===== config.mk =====
export PLATFORM = sky130hd
export DESIGN_NAME = uart_tx_ring_burst_drain
export DESIGN_NICKNAME = d
export VERILOG_FILES = /design/src/rtl/utrbd_pkg.sv /design/src/rtl/utrbd_ring_mem.sv /design/src/rtl/uart_tx_ring_burst_drain.sv
export VERILOG_INCLUDE_DIRS = /design/src /design/src/rtl
export SDC_FILE = /design/constraint.sdc
export NUM_CORES = 2
export LEC_CHECK = 0
export BUFFER_PORTS_ARGS = -buffer_cell sky130_fd_sc_hd__buf_2
export CAP_MARGIN = 0
export CORE_ASPECT_RATIO = 1.75
export CORE_MARGIN = 4
export CORE_UTILIZATION = 53
export DETAILED_ROUTE_END_ITERATION = 8
export PLACE_DENSITY_LB_ADDON = 0.08
export SLEW_MARGIN = 30
export SYNTH_ARGS = -nofsm -noshare
export SYNTH_HDL_FRONTEND = slang
export SYNTH_SLANG_ARGS = --single-unit
export TNS_END_PERCENT = 10

===== constraint.sdc =====
create_clock -name clk_i -period 13.41 [get_ports clk_i]
set_input_delay 1.341 -clock clk_i [delete_from_list [all_inputs] [get_ports clk_i]]
set_output_delay 1.341 -clock clk_i [all_outputs]
set_load 0.05 [all_outputs]

===== src/rtl/uart_tx_ring_burst_drain_assert.svh =====
// ----------------------------------------------------------------------------
// Assertion macros for the transmit ring burst drain block
// Concurrent checks on clk_i with reset rst_ni; compiled out by NO_ASSERTIONS.
// ----------------------------------------------------------------------------
`ifndef UART_TX_RING_BURST_DRAIN_ASSERT_SVH
`define UART_TX_RING_BURST_DRAIN_ASSERT_SVH

`ifndef NO_ASSERTIONS

// Same-cycle implication.
`define UTRBD_ASSERT_NOW(lbl, pre, post, msg) \
  lbl: assert property (@(posedge clk_i) disable iff (!rst_ni) (pre) |-> (post)) \
    else $error(msg);

// Next-cycle implication.
`define UTRBD_ASSERT_NEXT(lbl, pre, post, msg) \
  lbl: assert property (@(posedge clk_i) disable iff (!rst_ni) (pre) |=> (post)) \
    else $error(msg);

`else

`define UTRBD_ASSERT_NOW(lbl, pre, post, msg)
`define UTRBD_ASSERT_NEXT(lbl, pre, post, msg)

`endif

`endif


===== src/rtl/utrbd_pkg.sv =====
// ----------------------------------------------------------------------------
// utrbd_pkg
// Sizes, types and helpers shared by the transmit ring block and its memory.
// ----------------------------------------------------------------------------
package utrbd_pkg;

  localparam int DEPTH       = 64;  // slots per ring, one is always left open
  localparam int BURST       = 16;  // bytes per drain at most
  localparam int PORTS       = 4;   // serial channels
  localparam int MAX_RESULTS = 16;  // result slots per item

  localparam int BMAX      = (BURST < MAX_RESULTS) ? BURST : MAX_RESULTS;
  localparam int SW        = $clog2(DEPTH);
  localparam int PW        = (PORTS > 1) ? $clog2(PORTS) : 1;
  localparam int MEM_WORDS = PORTS * (1 << SW);
  localparam int AW        = (MEM_WORDS > 1) ? $clog2(MEM_WORDS) : 1;
  localparam int CW        = $clog2(BMAX + 1);
  localparam int OW        = ((SW + 1) > CW) ? (SW + 1) : CW;

  // item modes
  localparam logic MODE_HOST_WRITE = 1'b0;  // host writes a byte
  localparam logic MODE_TX_READY   = 1'b1;  // UART can take a burst

  typedef logic [SW-1:0] slot_t;
  typedef logic [PW-1:0] pidx_t;
  typedef logic [AW-1:0] addr_t;
  typedef logic [CW-1:0] cnt_t;
  typedef logic [OW-1:0] occ_t;

  // One cycle of ring memory traffic.
  typedef struct packed {
    logic       we;
    addr_t      waddr;
    logic [7:0] wdata;
    logic       re;
    addr_t      raddr;
  } mem_req_t;

  function automatic slot_t slot_inc(input slot_t s);
    slot_t r;
    if (s == SW'(DEPTH - 1)) begin
      r = '0;
    end else begin
      r = s + slot_t'(1);
    end
    return r;
  endfunction

  function automatic addr_t ring_addr(input pidx_t p, input slot_t s);
    return AW'({p, s});
  endfunction

endpackage


===== src/rtl/utrbd_ring_mem.sv =====
// ----------------------------------------------------------------------------
// utrbd_ring_mem
// Byte store for all transmit rings; one write and one registered read a cycle.
// ----------------------------------------------------------------------------
module utrbd_ring_mem
  import utrbd_pkg::*;
(
  input  logic       clk_i,
  input  mem_req_t   req_i,
  output logic [7:0] rdata_o
);

  logic [7:0] mem_q [MEM_WORDS];
  logic [7:0] rdata_q;

  always_ff @(posedge clk_i) begin
    if (req_i.we) begin
      mem_q[req_i.waddr] <= req_i.wdata;
    end
  end

  // read data holds until the next read
  always_ff @(posedge clk_i) begin
    if (req_i.re) begin
      rdata_q <= mem_q[req_i.raddr];
    end
  end

  assign rdata_o = rdata_q;

endmodule


===== src/rtl/uart_tx_ring_burst_drain.sv =====
// ----------------------------------------------------------------------------
// uart_tx_ring_burst_drain
// Per-port transmit rings in one shared memory, drained to the UART in bursts.
// ----------------------------------------------------------------------------
// Path: a drained byte passes the read issue, the registered memory read and the
//   output register; a single result is loaded straight into the output register.
// Throughput: the input is held until an item's last result is loaded; drained
//   bytes leave one per cycle unless out_ready_i stalls, paced by the ring memory read port.
// Reset: indexes and busy flags clear at once; ring bytes are not cleared, no
//   clearing pass is needed since only written slots are ever read.
// ----------------------------------------------------------------------------
`include "uart_tx_ring_burst_drain_assert.svh"

module uart_tx_ring_burst_drain
  import utrbd_pkg::*;
(
  input  logic       clk_i,
  input  logic       rst_ni,

  input  logic       in_valid_i,
  output logic       in_ready_o,
  input  logic       mode_i,
  input  logic [1:0] port_i,
  input  logic [7:0] data_byte_i,
  input  logic       end_of_block_i,   // block framing only, no effect on the rings

  output logic       out_valid_o,
  input  logic       out_ready_i,
  output logic       accepted_o,
  output logic       tx_valid_o,
  output logic [7:0] tx_byte_o,
  output logic       last_o,
  output logic       busy_res_o
);

  typedef enum logic [1:0] {
    S_IDLE,
    S_ONE,    // item with no drained byte: one result
    S_DRAIN   // reading the burst out of the ring memory
  } state_e;

  state_e state_q;

  // per-port ring pointers: write points at newest byte, read at last sent
  slot_t            wi_q [PORTS];
  slot_t            ri_q [PORTS];
  logic [PORTS-1:0] busy_q;

  // the item at work
  pidx_t cur_p_q;
  logic  acc_q;
  logic  cur_busy_q;
  cnt_t  rd_left_q;    // reads still to issue
  cnt_t  out_left_q;   // results still to load
  logic  rdv_q;        // memory read data waiting for the output register

  // output register
  logic       out_valid_q;
  logic       accepted_q;
  logic       tx_valid_q;
  logic [7:0] tx_byte_q;
  logic       last_q;
  logic       busy_res_q;

  mem_req_t   mreq;
  logic [7:0] rdata;

  // --------------------------------------------------------------------------
  // Item decode, done in the accept cycle
  // --------------------------------------------------------------------------
  logic  take;
  logic  p_ok;
  pidx_t pidx;
  slot_t wi_c, ri_c, wi_inc, wi_new;
  logic  full;
  logic  do_write;
  occ_t  occ;
  logic  drain;
  cnt_t  n_new;
  logic  busy_new;
  logic  acc_new;

  assign in_ready_o = (state_q == S_IDLE);
  assign take       = in_valid_i && in_ready_o;

  always_comb begin
    p_ok     = (32'(port_i) < PORTS);
    pidx     = PW'(port_i);
    wi_c     = p_ok ? wi_q[pidx] : '0;
    ri_c     = p_ok ? ri_q[pidx] : '0;
    wi_inc   = slot_inc(wi_c);
    full     = (wi_inc == ri_c);
    acc_new  = p_ok && (mode_i == MODE_HOST_WRITE) && !full;
    do_write = take && acc_new;
    wi_new   = acc_new ? wi_inc : wi_c;
    // bytes in the ring after the enqueue
    if (wi_new >= ri_c) begin
      occ = OW'(wi_new) - OW'(ri_c);
    end else begin
      occ = OW'(wi_new) + OW'(DEPTH) - OW'(ri_c);
    end
    if (!p_ok) begin
      drain    = 1'b0;
      busy_new = 1'b0;
    end else if (mode_i == MODE_TX_READY) begin
      drain    = (occ != '0);
      busy_new = drain;
    end else begin
      drain    = !busy_q[pidx];
      busy_new = 1'b1;
    end
    if (!drain) begin
      n_new = '0;
    end else if (occ > OW'(BMAX)) begin
      n_new = CW'(BMAX);
    end else begin
      n_new = CW'(occ);
    end
  end

  // --------------------------------------------------------------------------
  // Drain pipeline: read issue -> read data -> output register
  // --------------------------------------------------------------------------
  logic  out_free;
  logic  ld_one;
  logic  ld_byte;
  logic  issue;
  slot_t rd_slot;

  assign out_free = !out_valid_q || out_ready_i;
  assign ld_one   = (state_q == S_ONE) && out_free;
  assign ld_byte  = (state_q == S_DRAIN) && rdv_q && out_free;
  assign issue    = (state_q == S_DRAIN) && (rd_left_q != '0) && (!rdv_q || ld_byte);
  assign rd_slot  = slot_inc(ri_q[cur_p_q]);

  always_comb begin
    mreq.we    = do_write;
    mreq.waddr = ring_addr(pidx, wi_inc);
    mreq.wdata = data_byte_i;
    mreq.re    = issue;
    mreq.raddr = ring_addr(cur_p_q, rd_slot);
  end

  utrbd_ring_mem u_ring_mem (
    .clk_i   (clk_i),
    .req_i   (mreq),
    .rdata_o (rdata)
  );

  // --------------------------------------------------------------------------
  // Sequencer, pointers and output register
  // --------------------------------------------------------------------------
  always_ff @(posedge clk_i or negedge rst_ni) begin
    if (!rst_ni) begin
      state_q     <= S_IDLE;
      busy_q      <= '0;
      for (int i = 0; i < PORTS; i++) begin
        wi_q[i] <= '0;
        ri_q[i] <= '0;
      end
      cur_p_q     <= '0;
      acc_q       <= 1'b0;
      cur_busy_q  <= 1'b0;
      rd_left_q   <= '0;
      out_left_q  <= '0;
      rdv_q       <= 1'b0;
      out_valid_q <= 1'b0;
      accepted_q  <= 1'b0;
      tx_valid_q  <= 1'b0;
      tx_byte_q   <= '0;
      last_q      <= 1'b0;
      busy_res_q  <= 1'b0;
    end else begin
      // a load refills the output register in the cycle it empties
      if (ld_one || ld_byte) begin
        out_valid_q <= 1'b1;
      end else if (out_valid_q && out_ready_i) begin
        out_valid_q <= 1'b0;
      end

      unique case (state_q)
        S_IDLE: begin
          if (take) begin
            cur_p_q    <= pidx;
            acc_q      <= acc_new;
            cur_busy_q <= busy_new;
            rd_left_q  <= n_new;
            out_left_q <= n_new;
            if (p_ok) begin
              wi_q[pidx]   <= wi_new;
              busy_q[pidx] <= busy_new;
            end
            state_q <= (n_new == '0) ? S_ONE : S_DRAIN;
          end
        end

        S_ONE: begin
          if (ld_one) begin
            accepted_q  <= acc_q;
            tx_valid_q  <= 1'b0;
            tx_byte_q   <= '0;
            last_q      <= 1'b1;
            busy_res_q  <= cur_busy_q;
            state_q     <= S_IDLE;
          end
        end

        S_DRAIN: begin
          if (issue) begin
            ri_q[cur_p_q] <= rd_slot;
            rd_left_q     <= rd_left_q - cnt_t'(1);
          end
          if (issue) begin
            rdv_q <= 1'b1;
          end else if (ld_byte) begin
            rdv_q <= 1'b0;
          end
          if (ld_byte) begin
            accepted_q  <= acc_q;
            tx_valid_q  <= 1'b1;
            tx_byte_q   <= rdata;
            last_q      <= (out_left_q == cnt_t'(1));
            busy_res_q  <= cur_busy_q;
            out_left_q  <= out_left_q - cnt_t'(1);
            if (out_left_q == cnt_t'(1)) begin
              state_q <= S_IDLE;
            end
          end
        end

        default: begin
          state_q <= S_IDLE;
        end
      endcase
    end
  end

  assign out_valid_o = out_valid_q;
  assign accepted_o  = accepted_q;
  assign tx_valid_o  = tx_valid_q;
  assign tx_byte_o   = tx_byte_q;
  assign last_o      = last_q;
  assign busy_res_o  = busy_res_q;

  // --------------------------------------------------------------------------
  // Checks
  // --------------------------------------------------------------------------
  `UTRBD_ASSERT_NOW(a_idle_no_data, state_q == S_IDLE, !rdv_q, "read data stranded in idle")
  `UTRBD_ASSERT_NOW(a_issue_budget, issue, out_left_q >= rd_left_q && rd_left_q != '0, "read overrun")
  `UTRBD_ASSERT_NEXT(a_data_kept, rdv_q && !ld_byte, rdv_q && $stable(rdata), "read data lost")
  `UTRBD_ASSERT_NOW(a_last_ends, ld_byte && out_left_q == cnt_t'(1), rd_left_q == '0, "early last")

endmodule

==> key figures <==
Logic synthesis
  – Synthesized net count: 6125
  – Post-synth EDFFs: 2056
  – Syn avg cell area: 14.3 um2
  – Synthesized area: 0.0870 mm2
  – Most used DFF post-synth: edfxtp_1
  – YS warnings: 0
  – Yosys reg bits: 2138
  – Post-synth ARST share: 0.0384
  – Synth unique cells: 87
  – Cells after synthesis: 6092
  – Sequential share of the synthesized area: 0.733

Clock network
  – Reg clk slew, reported paths: 0.06 ns
  – TritonCTS Sinks: 2138
  – CTS tree: yes
  – Root buffer cell: clkbuf_16
  – CTS buffer count: 191
  – CTS Buffer Depth: 4
  – Post-cts sizing count: 0
  – CTS H-Tree Depth: 4
  – Worst skew pair latency: 0.84 ns
  – Post CTS Setup Buffer Count: 0
  – CTS Hold Bufs: 0

Worst setup path
  – Critical-path cell list: buf_4, mux2i_1, mux2_8, inv_8, ha_1, nand2b_1, o22ai_2, a31oi_4, buf_4, buf_12, buf_4, a21oi_1, a221oi_1, o32ai_1, a2111oi_1, o32a_1, o211a_1
  – Crit. End Element: register
  – CP delay by family, top: compound AO/OA/AOI/OAI gates
  – Worst path slowest cell: a2111oi_1
  – Worst path bufs/invs: 5
  – Worst path max stage delay: 0.84 ns
  – Most frequent cell on the critical path: buf_4
  – Crit path launch type: register
  – Crit path kind: reg2reg
  – Crit-path max FO: 123
  – CP arrival: 7.81 ns
  – Critical Path RT: 14.06 ns

Place
  – Dpl cells: 8068
  – DP Area: 0.0905 mm2
  – DP Wirelength: 144000 um
  – Placer Congestion: 0.848
  – Port Buffers: 28

Die
  – Core ar.: 0.163 mm2
  – Io pins: 30
  – Die Area: 0.171 mm2
  – Initial Utilization: 0.533
  – Std cell rows: 196
  – Die Height: 544 um
  – Chip width: 314 um

Detailed routing
  – DRT Wirelength: 247000 um
  – Routed vias/inst: 6.35
  – Post-route ant nets: 0
  – Via count: 53300
  – Drt wl/cell: 29.5 um
  – DRT iter0 DRCs: 5690
  – Remaining DRCs: 0
  – DRT Pass-1 Iters: 6

Cells and area
  – Nets: 6116
  – Fraction of layout cells with a size suffix above 1: 0.139
  – Non-Filler Instances: 8396
  – Area Overhead vs Synth: 10.7%
  – Fin area: 0.0963 mm2

Timing
  – Max Clock Skew: 0.0270 ns
  – Final setup TNS: 0 ns
  – Slew headroom: 0.289
  – Min cycle time layout: 7.16 ns
  – Slew Limit Fails: 0
  – Crit share post-route: 0.534
  – Max Fclk: 140 MHz
  – RSZ-0062 raised after global routing: false
  – Worst Tran Pin Value: 1.06 ns
  – Final setup viols: 0
  – Hold Fails Final Rpt: 0

Worst hold path
  – Hold WC Path Type: reg2reg

GRT
  – First-pass GRT wire length: 360000 um
  – Vias in the first global route: 52500
  – Largest net degree at the start of global routing: 124
  – GRT Util Overall: 0.286
  – Initial antenna violation count: 7
  – Total grt overflow: 0

Power and ir drop
  – Peak supply drop: 0.426 mV
  – PwrDens: 265 mW/mm2
  – Leakage: 31.1 nW

Run status
  – Outcome: completed

Flow run
  – Maxcap violations: 0
## area by class of cell
class,instances,area (um2)
Antenna cell,3,7.51
Fill cell,12600,66800
Clock inverter,88,790
Timing Repair Buffer,262,2140
Sequential cell,2138,63800
Clock buffer,237,5030
Tap cell,2178,2730
Multi-Input combinational cell,3465,21700
Inverter,25,101
## power by group
part	switching, mW	leakage, nW	internal, mW	total (mW)
Sequential	0.0761	19.5	7.47	7.54
Clock	2.36	2.86	2.93	5.29
Combinational	9.05	8.76	3.63	12.7
## cell usage in the layout (no fill, tap or decap), drive strengths merged, types with 22 or more instances in the layout
cell type / count
a31oi: 248
o21ai: 202
clkbuf: 240
o221ai: 37
a221oi: 105
a211oi: 42
inv: 26
nand3: 313
a21oi: 171
nor2: 68
a22o: 22
clkinv: 71
buf: 259
a22oi: 36
a32oi: 24
mux2: 83
nor3: 294
dfrtp: 82
edfxtp: 2056
a311oi: 33
mux2i: 150
mux4: 86
nand2: 1266
## routing by layer
| metal | vias to the layer above | share of wire | track usage |
|---|---|---|---|
| li1 | 23300 | - | - |
| met1 | 27200 | 0.37 | 0.357 |
| met2 | 2172 | 0.51 | 0.500 |
| met3 | 540 | 0.065 | 0.0365 |
| met4 | 6 | 0.052 | 0.128 |
| met5 | - | 0.00016 | 0 |
## synthesized netlist by cell type (14+ instances only)
cell type,number,area share
edfxtp_1,2056,0.71
nand2_1,1265,0.055
nand3_1,313,0.018
nor3_1,258,0.015
a31oi_1,246,0.018
clkbuf_1,211,0.0091
o21ai_0,186,0.011
a21oi_1,171,0.0098
buf_2,162,0.0093
mux2i_1,149,0.017
a221oi_1,105,0.011
mux4_2,86,0.022
dfrtp_1,82,0.024
mux2_2,70,0.0091
nor2_1,67,0.0029
buf_1,50,0.0022
a211oi_1,41,0.0035
o221ai_1,37,0.0037
a22oi_1,36,0.0031
nor3_2,36,0.0041
a311oi_1,33,0.0033
a32oi_1,24,0.0024
a22o_1,22,0.0022
inv_1,22,0.00095
and3_1,21,0.0015
buf_4,21,0.0018
buf_6,19,0.0025
o22ai_1,18,0.0013
ha_1,16,0.0023
o21ai_1,16,0.00092
nor4_1,15,0.0011
nor2b_1,14,0.0010
## worst register-to-register path: stages, from the launching register on
cell and delay (ns):
dfrtp_1 0.33, buf_4 0.33, mux2i_1 0.28, mux2_8 0.54, inv_8 0.33, ha_1 0.43
nand2b_1 0.16, o22ai_2 0.19, a31oi_4 0.20, buf_4 0.42, buf_12 0.58, buf_4 0.76
a21oi_1 0.16, a221oi_1 0.44, o32ai_1 0.23, a2111oi_1 0.84, o32a_1 0.46, o211a_1 0.31
## final timing paths
check	endpoint	depth (start not counted)	slack, ns	startpoint
worst max-delay path	u_ring_mem.rdata_o[0]	17	6.25	cur_p_q[1]
worst min-delay path	tx_byte_o[2]	1	0.47	u_ring_mem.rdata_o[2]
worst min register to register	tx_byte_o[2]	1	0.47	u_ring_mem.rdata_o[2]
max in group asynchronous	tx_byte_o[4]	1	12.30	rst_ni
min in group asynchronous	wi_q[16]	1	0.57	rst_ni
worst max register to register	u_ring_mem.rdata_o[0]	17	6.25	cur_p_q[1]
## metrics by stage
step           utilization  setup slack, ns  power, mW  hold WS (ns)
6_report             0.591             6.25       25.5         0.470
5_1_grt              0.591             5.86       26.6         0.500
4_1_cts              0.591             6.22       25.6         0.471
3_5_place_dp         0.555             5.64       20.3         0.458
3_3_place_gp         0.551             5.37       20.2         0.455
2_1_floorplan            -             7.46       15.7         0.443
## sequential cells by signal, indices dropped and copies added (netlist names)
signal / flops
u_ring_mem.mem_q: 2048
ri_q: 24
wi_q: 24
tx_byte_o: 8
u_ring_mem.rdata_o: 8
out_left_q: 5
rd_left_q: 5
busy_q: 4
cur_p_q: 2
state_q: 2
acc_q: 1
accepted_o: 1
busy_res_o: 1
cur_busy_q: 1
last_o: 1
out_valid_o: 1
rdv_q: 1
tx_valid_o: 1
## kinds of logic (layout without fill, tap and decap cells)
logic type | count (synthesis) | in the layout | share of synthesized area
flops | 2138 | 2138 | 0.733
xor+xnor | 17 | 17 | 0.00171
buf+inv | 489 | 612 | 0.0261
compound gates | 1075 | 1075 | 0.0838
fa+ha+maj | 17 | 17 | 0.00253
other cells | 0 | 3 | 0
mux | 319 | 319 | 0.0503
simple gates | 2037 | 2037 | 0.102
No activity file was read; power rests on OpenSTA's default activity.
